File: src/display_name_to_fat83_top_macros.svh
// assertion macros shared by the fat 8.3 name converter modules
// expects clk and arst_n in the scope where a macro is used
`ifndef DISPLAY_NAME_TO_FAT83_TOP_MACROS_SVH
`define DISPLAY_NAME_TO_FAT83_TOP_MACROS_SVH

// same-cycle implication, disabled during reset
`define DN83_ASSERT_IMP(lbl, ante, cons) \
	lbl: assert property (@(posedge clk) disable iff (!arst_n) (ante) |-> (cons)) \
		else $error("dn83 assertion failed");

// next-cycle implication, disabled during reset
`define DN83_ASSERT_NXT(lbl, ante, cons) \
	lbl: assert property (@(posedge clk) disable iff (!arst_n) (ante) |=> (cons)) \
		else $error("dn83 assertion failed");

`endif

File: src/dn83_pkg.sv
// shared types, constants and helpers for the fat 8.3 name converter
// no dependencies
`default_nettype none

package dn83_pkg;

	localparam int BASE_CHARS = 8;
	localparam int EXT_CHARS  = 3;
	localparam int NAME_BYTES = BASE_CHARS + EXT_CHARS;

	localparam logic [3:0] LAST_POS      = 4'(NAME_BYTES - 1);
	localparam logic [3:0] BASE_LEN_FULL = 4'(BASE_CHARS);

	localparam logic [7:0] CH_NUL     = 8'h00;
	localparam logic [7:0] CH_SPACE   = 8'h20;
	localparam logic [7:0] CH_DOT     = 8'h2e;
	localparam logic [7:0] CH_LOWER_A = 8'h61;
	localparam logic [7:0] CH_LOWER_Z = 8'h7a;
	localparam logic [7:0] CASE_DELTA = 8'h20;

	// parse phase codes
	localparam logic [2:0] PH_FIRST   = 3'd0;
	localparam logic [2:0] PH_DOT1    = 3'd1;
	localparam logic [2:0] PH_BASE    = 3'd2;
	localparam logic [2:0] PH_DOTSKIP = 3'd3;
	localparam logic [2:0] PH_EXT     = 3'd4;
	localparam logic [2:0] PH_IGNORE  = 3'd5;

	typedef logic [NAME_BYTES-1:0][7:0] name_t;

	typedef struct packed {
		logic  valid;
		name_t name;
	} name_xfer_t;

	localparam name_t BLANK_NAME = {NAME_BYTES{CH_SPACE}};

	function automatic logic [7:0] to_upper(input logic [7:0] b);
		logic [7:0] r;
		r = b;
		if (b inside {[CH_LOWER_A:CH_LOWER_Z]})
			r = b - CASE_DELTA;
		return r;
	endfunction

endpackage

`default_nettype wire

File: src/dn83_front.sv
// front end: parses one name character per transaction into the 11-byte buffer
// uses dn83_pkg; hands finished names to dn83_queue
`default_nettype none

module dn83_front (
	input  logic                 clk,
	input  logic                 arst_n,
	input  logic                 in_valid,
	output logic                 in_stall,
	input  logic [7:0]           name_char,
	input  logic                 name_end,
	output dn83_pkg::name_xfer_t push,
	input  logic                 q_full
);
	import dn83_pkg::*;
	`include "display_name_to_fat83_top_macros.svh"

	logic [2:0] phase_q;
	logic [3:0] base_len_q;
	logic [1:0] ext_len_q;
	name_t      buf_q;

	logic [2:0] nxt_phase;
	logic [3:0] nxt_base;
	logic [1:0] nxt_ext;
	name_t      nxt_buf;
	logic       wr_en;
	logic [3:0] wr_idx;
	logic       base_put;
	logic       ext_put;
	logic       is_nul;
	logic       is_dot;
	logic       accept;

	assign is_nul   = (name_char == CH_NUL);
	assign is_dot   = (name_char == CH_DOT);
	assign in_stall = q_full;
	assign accept   = in_valid && !in_stall;

	always_comb begin
		nxt_phase = phase_q;
		nxt_base  = base_len_q;
		nxt_ext   = ext_len_q;
		wr_en     = 1'b0;
		wr_idx    = 4'd0;
		base_put  = 1'b0;
		ext_put   = 1'b0;
		case (phase_q)
			PH_FIRST: begin
				if (is_nul) begin
					nxt_phase = PH_IGNORE;
				end else if (is_dot) begin
					wr_en     = 1'b1;
					wr_idx    = 4'd0;
					nxt_phase = PH_DOT1;
				end else begin
					base_put = 1'b1;
				end
			end
			PH_DOT1: begin
				if (is_dot) begin
					wr_en  = 1'b1;
					wr_idx = 4'd1;
				end
				nxt_phase = PH_IGNORE;
			end
			PH_BASE: begin
				if (is_nul)
					nxt_phase = PH_IGNORE;
				else if (is_dot)
					nxt_phase = PH_EXT;
				else
					base_put = 1'b1;
			end
			PH_DOTSKIP: begin
				if (is_nul)
					nxt_phase = PH_IGNORE;
				else if (is_dot)
					nxt_phase = PH_EXT;
				else
					ext_put = 1'b1;
			end
			PH_EXT: begin
				if (is_nul)
					nxt_phase = PH_IGNORE;
				else
					ext_put = 1'b1;
			end
			default: begin
				nxt_phase = PH_IGNORE;
			end
		endcase

		if (base_put) begin
			if (base_len_q < BASE_LEN_FULL) begin
				wr_en    = 1'b1;
				wr_idx   = base_len_q;
				nxt_base = base_len_q + 4'd1;
			end
			nxt_phase = (nxt_base >= BASE_LEN_FULL) ? PH_DOTSKIP : PH_BASE;
		end

		if (ext_put) begin
			if (ext_len_q < 2'(EXT_CHARS)) begin
				wr_en   = 1'b1;
				wr_idx  = BASE_LEN_FULL + {2'b00, ext_len_q};
				nxt_ext = ext_len_q + 2'd1;
			end
			nxt_phase = (ext_len_q >= 2'(EXT_CHARS - 1)) ? PH_IGNORE : PH_EXT;
		end

		nxt_buf = buf_q;
		for (int k = 0; k < NAME_BYTES; k++) begin
			if (wr_en && (wr_idx == 4'(k)))
				nxt_buf[k] = name_char;
		end
	end

	assign push.valid = accept && name_end;
	assign push.name  = nxt_buf;

	always_ff @(posedge clk or negedge arst_n) begin
		if (!arst_n) begin
			phase_q    <= PH_FIRST;
			base_len_q <= 4'd0;
			ext_len_q  <= 2'd0;
			buf_q      <= BLANK_NAME;
		end else if (accept) begin
			if (name_end) begin
				phase_q    <= PH_FIRST;
				base_len_q <= 4'd0;
				ext_len_q  <= 2'd0;
				buf_q      <= BLANK_NAME;
			end else begin
				phase_q    <= nxt_phase;
				base_len_q <= nxt_base;
				ext_len_q  <= nxt_ext;
				buf_q      <= nxt_buf;
			end
		end
	end

	`DN83_ASSERT_IMP(a_dotskip_base_full, phase_q == PH_DOTSKIP, base_len_q == BASE_LEN_FULL)
	`DN83_ASSERT_IMP(a_base_partial, phase_q == PH_BASE,
		(base_len_q != 4'd0) && (base_len_q < BASE_LEN_FULL))

endmodule

`default_nettype wire

File: src/dn83_queue.sv
// short queue of finished 11-byte names between front and back
// uses dn83_pkg
`default_nettype none

module dn83_queue #(
	parameter int DEPTH = 2
) (
	input  logic                 clk,
	input  logic                 arst_n,
	input  dn83_pkg::name_xfer_t push,
	output logic                 full,
	output dn83_pkg::name_xfer_t head,
	input  logic                 pop
);
	import dn83_pkg::*;
	`include "display_name_to_fat83_top_macros.svh"

	localparam int PTR_W = (DEPTH > 1) ? $clog2(DEPTH) : 1;
	localparam int CNT_W = $clog2(DEPTH + 1);

	name_t            mem_q [DEPTH];
	logic [PTR_W-1:0] wr_ptr_q;
	logic [PTR_W-1:0] rd_ptr_q;
	logic [CNT_W-1:0] count_q;
	logic             do_push;
	logic             do_pop;

	assign full       = (count_q == CNT_W'(DEPTH));
	assign head.valid = (count_q != '0);
	assign head.name  = mem_q[rd_ptr_q];
	assign do_push    = push.valid && !full;
	assign do_pop     = pop && head.valid;

	always_ff @(posedge clk) begin
		if (do_push)
			mem_q[wr_ptr_q] <= push.name;
	end

	always_ff @(posedge clk or negedge arst_n) begin
		if (!arst_n) begin
			wr_ptr_q <= '0;
			rd_ptr_q <= '0;
			count_q  <= '0;
		end else begin
			if (do_push)
				wr_ptr_q <= (wr_ptr_q == PTR_W'(DEPTH - 1)) ? '0 : wr_ptr_q + 1'b1;
			if (do_pop)
				rd_ptr_q <= (rd_ptr_q == PTR_W'(DEPTH - 1)) ? '0 : rd_ptr_q + 1'b1;
			if (do_push && !do_pop)
				count_q <= count_q + 1'b1;
			else if (do_pop && !do_push)
				count_q <= count_q - 1'b1;
		end
	end

	`DN83_ASSERT_IMP(a_no_push_when_full, push.valid, !full)
	`DN83_ASSERT_IMP(a_no_pop_when_empty, pop, head.valid)

endmodule

`default_nettype wire

File: src/dn83_back.sv
// back end: serializes one queued name into 11 uppercased byte transactions
// uses dn83_pkg; takes names from dn83_queue
`default_nettype none

module dn83_back (
	input  logic                 clk,
	input  logic                 arst_n,
	input  dn83_pkg::name_xfer_t head,
	output logic                 pop,
	output logic                 out_valid,
	input  logic                 out_stall,
	output logic [7:0]           out_char,
	output logic [3:0]           out_position,
	output logic                 out_last
);
	import dn83_pkg::*;
	`include "display_name_to_fat83_top_macros.svh"

	logic       valid_q;
	logic [3:0] pos_q;
	name_t      name_q;
	logic       take;
	logic       at_last;

	assign take    = valid_q && !out_stall;
	assign at_last = (pos_q == LAST_POS);
	assign pop     = head.valid && (!valid_q || (take && at_last));

	always_ff @(posedge clk or negedge arst_n) begin
		if (!arst_n) begin
			valid_q <= 1'b0;
			pos_q   <= 4'd0;
		end else if (pop) begin
			valid_q <= 1'b1;
			pos_q   <= 4'd0;
		end else if (take) begin
			if (at_last)
				valid_q <= 1'b0;
			else
				pos_q <= pos_q + 4'd1;
		end
	end

	always_ff @(posedge clk) begin
		if (pop)
			name_q <= head.name;
	end

	assign out_valid    = valid_q;
	assign out_char     = to_upper(name_q[pos_q]);
	assign out_position = pos_q;
	assign out_last     = at_last;

	`DN83_ASSERT_IMP(a_pos_in_range, valid_q, pos_q <= LAST_POS)
	`DN83_ASSERT_NXT(a_drain_goes_idle, take && at_last && !head.valid, !valid_q)

endmodule

`default_nettype wire

File: src/display_name_to_fat83_top.sv
// top level of the fat 8.3 short name converter
// uses dn83_pkg, dn83_front, dn83_queue, dn83_back
`default_nettype none

// The block takes a file name one character per input transaction (name_char,
// with name_end set on the last character) and, for each name, delivers the
// 11-byte space-padded 8.3 directory entry name as 11 output transactions,
// positions 0 to 10, with a-z uppercased and out_last on position 10. The
// front parser accepts one character every cycle unless in_stall is high; a
// name's result goes into a queue of NAME_QUEUE_DEPTH finished names, so the
// parser runs straight on into the next name while the back serializer sends
// the 11 bytes, one per cycle when out_stall is low. in_stall rises only while
// that queue is full. A leading "." or ".." gives that name, a zero byte ends
// a name, characters after a full 8-byte base go into the extension, and
// characters beyond 3 extension bytes are dropped.

module display_name_to_fat83_top #(
	parameter int NAME_QUEUE_DEPTH = 2
) (
	input  logic       clk,
	input  logic       arst_n,
	// character input channel
	input  logic       in_valid,
	output logic       in_stall,
	input  logic [7:0] name_char,
	input  logic       name_end,
	// 8.3 name byte output channel
	output logic       out_valid,
	input  logic       out_stall,
	output logic [7:0] out_char,
	output logic [3:0] out_position,
	output logic       out_last
);
	import dn83_pkg::*;

	// finished name from the parser, and the oldest waiting name
	name_xfer_t push;
	name_xfer_t head;
	logic       q_full;
	logic       pop;

	// parser: phase tracking, base and extension counts, name buffer
	dn83_front u_front (
		.clk       (clk),
		.arst_n    (arst_n),
		.in_valid  (in_valid),
		.in_stall  (in_stall),
		.name_char (name_char),
		.name_end  (name_end),
		.push      (push),
		.q_full    (q_full)
	);

	// decouples parsing from byte output
	dn83_queue #(
		.DEPTH (NAME_QUEUE_DEPTH)
	) u_queue (
		.clk    (clk),
		.arst_n (arst_n),
		.push   (push),
		.full   (q_full),
		.head   (head),
		.pop    (pop)
	);

	// serializer: one uppercased byte per output transaction
	dn83_back u_back (
		.clk          (clk),
		.arst_n       (arst_n),
		.head         (head),
		.pop          (pop),
		.out_valid    (out_valid),
		.out_stall    (out_stall),
		.out_char     (out_char),
		.out_position (out_position),
		.out_last     (out_last)
	);

endmodule

`default_nettype wire

File: config.mk
export PLATFORM = sky130hd
export DESIGN_NAME = display_name_to_fat83_top
export DESIGN_NICKNAME = d
export VERILOG_FILES = /design/src/dn83_pkg.sv /design/src/dn83_front.sv /design/src/dn83_queue.sv /design/src/dn83_back.sv /design/src/display_name_to_fat83_top.sv
export VERILOG_INCLUDE_DIRS = /design/src /design/src/src
export SDC_FILE = /design/constraint.sdc
export NUM_CORES = 1
export LEC_CHECK = 0
export BUFFER_PORTS_ARGS = -buffer_cell sky130_fd_sc_hd__clkbuf_2
export CAP_MARGIN = 20
export CORE_MARGIN = 3
export CORE_UTILIZATION = 40
export CTS_BUF_LIST = sky130_fd_sc_hd__clkbuf_2
export DETAILED_ROUTE_END_ITERATION = 7
export MAX_ROUTING_LAYER = met4
export SLEW_MARGIN = 20
export SYNTH_ARGS = -nofsm -noshare
export SYNTH_HDL_FRONTEND = slang
export SYNTH_SLANG_ARGS = --single-unit
File: constraint.sdc
create_clock -name clk -period 15.7 [get_ports clk]
set_input_delay 3.925 -clock clk [delete_from_list [all_inputs] [get_ports clk]]
set_output_delay 3.925 -clock clk [all_outputs]
set_load 0.05 [all_outputs]
==> impl_metrics.ini <==
[sta]
worstMarginPinSlew_ns = 1.06
rsz0062_at_grt = false
layout_worst_path_cycle_share_pct = 52.0
timing.hold.ws_ns = 0.511
fin_ws_ns = 7.54
setup_total_negative_slack_ns = 0
maxClockFrequency_mhz = 122
worst_clk_skew_ns = 0.0768
timing.final.max_slew_violations = 0
worst_slew_margin_rel_pct = 29.5
setup-violations-final = 0
timing.final.crit_period_ns = 8.16
final_hold_viol_count = 0

[synthesis]
syn_avg_cell_area_um2 = 14.2
postSynthNetCount = 1187
synth.cell_area_mm2 = 0.0166
synth.ff_latch_count = 370
syn_inst = 1167
ys_dominant_reg_cell = sky130_fd_sc_hd__edfxtp_1
number_of_enable_type_register_cells_in_the_synthesized_netlist = 264
ys_seq_area_share_pct = 63.9
yosys_warnings = 0
async_flop_share_pct = 28.6
synth.distinct_cells = 77

[grt]
grt_pass1_wl_mm = 65.2
first_global_vias = 10200
initial_antenna_violation_count = 1
grt_start_max_net_pins = 77
globalRouteTotalUtil_pct = 20.2
grt_overflow = 0

[placement]
dp.final_hpwl_mm = 27.1
place.port_buffers = 27
gpl.final_weighted_congestion = 0.829
preCtsSetupSlack_ns = 8.17
placedCellCount = 1644

[routing]
drc_errors = 3
avgRoutedWirePerCell_um = 23.5
drt_iter0_markers = 855
finalWirelength_mm = 43.0
detail_route.vias_per_cell = 5.67
detail_route.first_pass.iterations = 8
ant_nets = 0
routed-via-count = 10400

[worst_setup_path]
criticalPathCategory = reg2out
worst-endpoint-required_ns = 11.77
worstPathArrival_ns = 4.24
rr_endpoint = u_queue.mem_q[0][74]
element_type_at_the_critical_path_start = flip-flop
worst-r2r-cell-count = 7
worst-r2r-setup-slack_ns = 11.86
r2r_start = u_queue.count_q[0]
worst_setup_path_end_kind = output port
worstPathMaxFanout = 17

[finish]
synthToLayoutAreaGrowth_pct = 9.13
layout-drive-gt1-share_pct = 32.6
final_common_cell = sky130_fd_sc_hd__edfxtp_1
most-common-layout-cells = sky130_fd_sc_hd__edfxtp_1, sky130_fd_sc_hd__clkbuf_2, sky130_fd_sc_hd__mux2_2
nNetsFinal = 1239
finish.cell_count_without_fillers = 1829

[worst_hold_path]
hold-path-endpoint = u_front.buf_q[48]
hp-class = reg2reg
number_of_instances_on_the_worst_hold_path = 2
timing.hold.worst.start = u_front.buf_q[48]

[power]
cellLeakagePower_nw = 6.73
design_power_total_mw = 3.36
max-vdd-ir-drop_uv = 102
power_density_mw_per_mm2 = 186

[clock_network]
cts.root.buffer_cell = sky130_fd_sc_hd__clkbuf_2
clock-sinks = 370
cts_setup_buffers = 0
clock_tree.htree_level_count = 3
cts.reportedPaths.clkPinSlew_ns = 0.09
tritoncts = done
numCtsBuffers = 97
postCtsHoldBufs = 0
clock_tree.buffer_depth = 3
post_cts_repair_resize_count = 0
clock_latency_ns = 0.99

[floorplan]
floorplan.die.height_um = 210
dieWidth_um = 210
core_mm2 = 0.0403
initial_utilization_pct = 41.1
placement_rows = 73
fp.dieArea_mm2 = 0.0439
boundaryPins = 28

[run_status]
run_status = finished, violations left
failing_checks = DRC

[run]
max-cap-violations = 0
==> sequential cells by signal, indices dropped and copies added, names as in the netlist <==
register             flops
u_queue.mem_q          176
u_back.name_q           88
u_front.buf_q           88
u_back.out_position      4
u_front.base_len_q       4
u_front.phase_q          3
u_front.ext_len_q        2
u_queue.count_q          2
u_back.out_valid         1
u_queue.rd_ptr_q         1
u_queue.wr_ptr_q         1
==> cell usage after synthesis (12+ instances only) <==
cell type / count / area share [%]
sky130_fd_sc_hd__mux4_2: 15 / 2.0
sky130_fd_sc_hd__nor2b_1: 23 / 0.87
sky130_fd_sc_hd__mux2_2: 163 / 11
sky130_fd_sc_hd__nand4_1: 12 / 0.45
sky130_fd_sc_hd__nor3_1: 18 / 0.54
sky130_fd_sc_hd__dfrtp_1: 95 / 14
sky130_fd_sc_hd__a21oi_1: 15 / 0.45
sky130_fd_sc_hd__a221o_1: 28 / 1.7
sky130_fd_sc_hd__clkbuf_1: 66 / 1.5
sky130_fd_sc_hd__edfxtp_1: 264 / 48
sky130_fd_sc_hd__o211ai_1: 17 / 0.77
sky130_fd_sc_hd__nand2_1: 77 / 1.7
sky130_fd_sc_hd__inv_1: 29 / 0.66
sky130_fd_sc_hd__nand3_1: 18 / 0.54
sky130_fd_sc_hd__a22oi_1: 23 / 1.0
sky130_fd_sc_hd__mux2i_1: 19 / 1.1
sky130_fd_sc_hd__nor2_1: 36 / 0.82
sky130_fd_sc_hd__o21ai_0: 54 / 1.6
sky130_fd_sc_hd__buf_2: 17 / 0.51
==> stage by stage <==
stage	instance area [um2]	util [%]
after CTS	18100	44.8
after floorplan	16600	-
final	18100	44.9
after global placement	17100	42.5
after detailed placement	17100	42.6
after global routing	18100	44.9
==> worst max path at each step <==
stage | start | depth (start not counted) | slack (ns) | end
2_1_floorplan | name_end | 5 | 6.61 | u_queue.mem_q[0][0]
3_3_place_gp | name_char[1] | 7 | 8.21 | u_queue.mem_q[0][27]
3_5_place_dp | name_char[1] | 7 | 8.17 | u_queue.mem_q[1][25]
4_1_cts | u_back.out_position[0] | 8 | 7.34 | out_char[6]
5_1_grt | u_back.out_position[0] | 8 | 7.19 | out_char[6]
6_report | u_back.out_position[0] | 8 | 7.54 | out_char[6]
==> cell type report <==
cell class,count,area [um2]
fill,3642,22200
multi-input combinational,675,5510
tap,525,657
clock buffer,152,761
sequential,370,10600
clock inverter,31,151
timing repair buffer,45,289
antenna,1,2.50
inverter,30,113
==> report_power, final <==
part,internal [mW],switching [mW]
logic,0.445,0.708
clock network,0.274,0.395
registers,1.37,0.169
==> per-layer routing <==
metal | global-route usage, % | share of wire [%] | wire, um | vias up
met5 | - | 0 | 0 | -
li1 | - | - | - | 4692
met4 | 5.68 | 1.5 | 665 | 0
met3 | 4.65 | 6.0 | 2580 | 51
met1 | 28.9 | 48 | 20500 | 5283
met2 | 29.0 | 45 | 19300 | 338
==> critical path: stages, from the launching register on <==
cell,delay (ns)
sky130_fd_sc_hd__dfrtp_1,0.74
sky130_fd_sc_hd__buf_4,0.39
sky130_fd_sc_hd__mux4_2,0.54
sky130_fd_sc_hd__mux2i_1,0.22
sky130_fd_sc_hd__o22ai_1,0.16
sky130_fd_sc_hd__or4_1,0.52
sky130_fd_sc_hd__o22a_1,0.23
sky130_fd_sc_hd__a41oi_1,0.20
sky130_fd_sc_hd__clkbuf_2,0.31
==> logic make-up (layout without fill, tap and decap cells) <==
logic type               Yosys count  in the layout  synth area share, %
AO/OA/AOI/OAI                    221            221                 10.2
XOR/XNOR                           8              8                0.423
adder cells (fa/ha/maj)            7              7                0.529
buffers and inverters            122            258                 3.10
flip-flops                       370            370                 63.9
multiplexers                     198            198                 14.3
other                              0              1                    0
AND/OR/NAND/NOR                  241            241                 7.48
No activity file was read; power rests on OpenSTA's default activity.
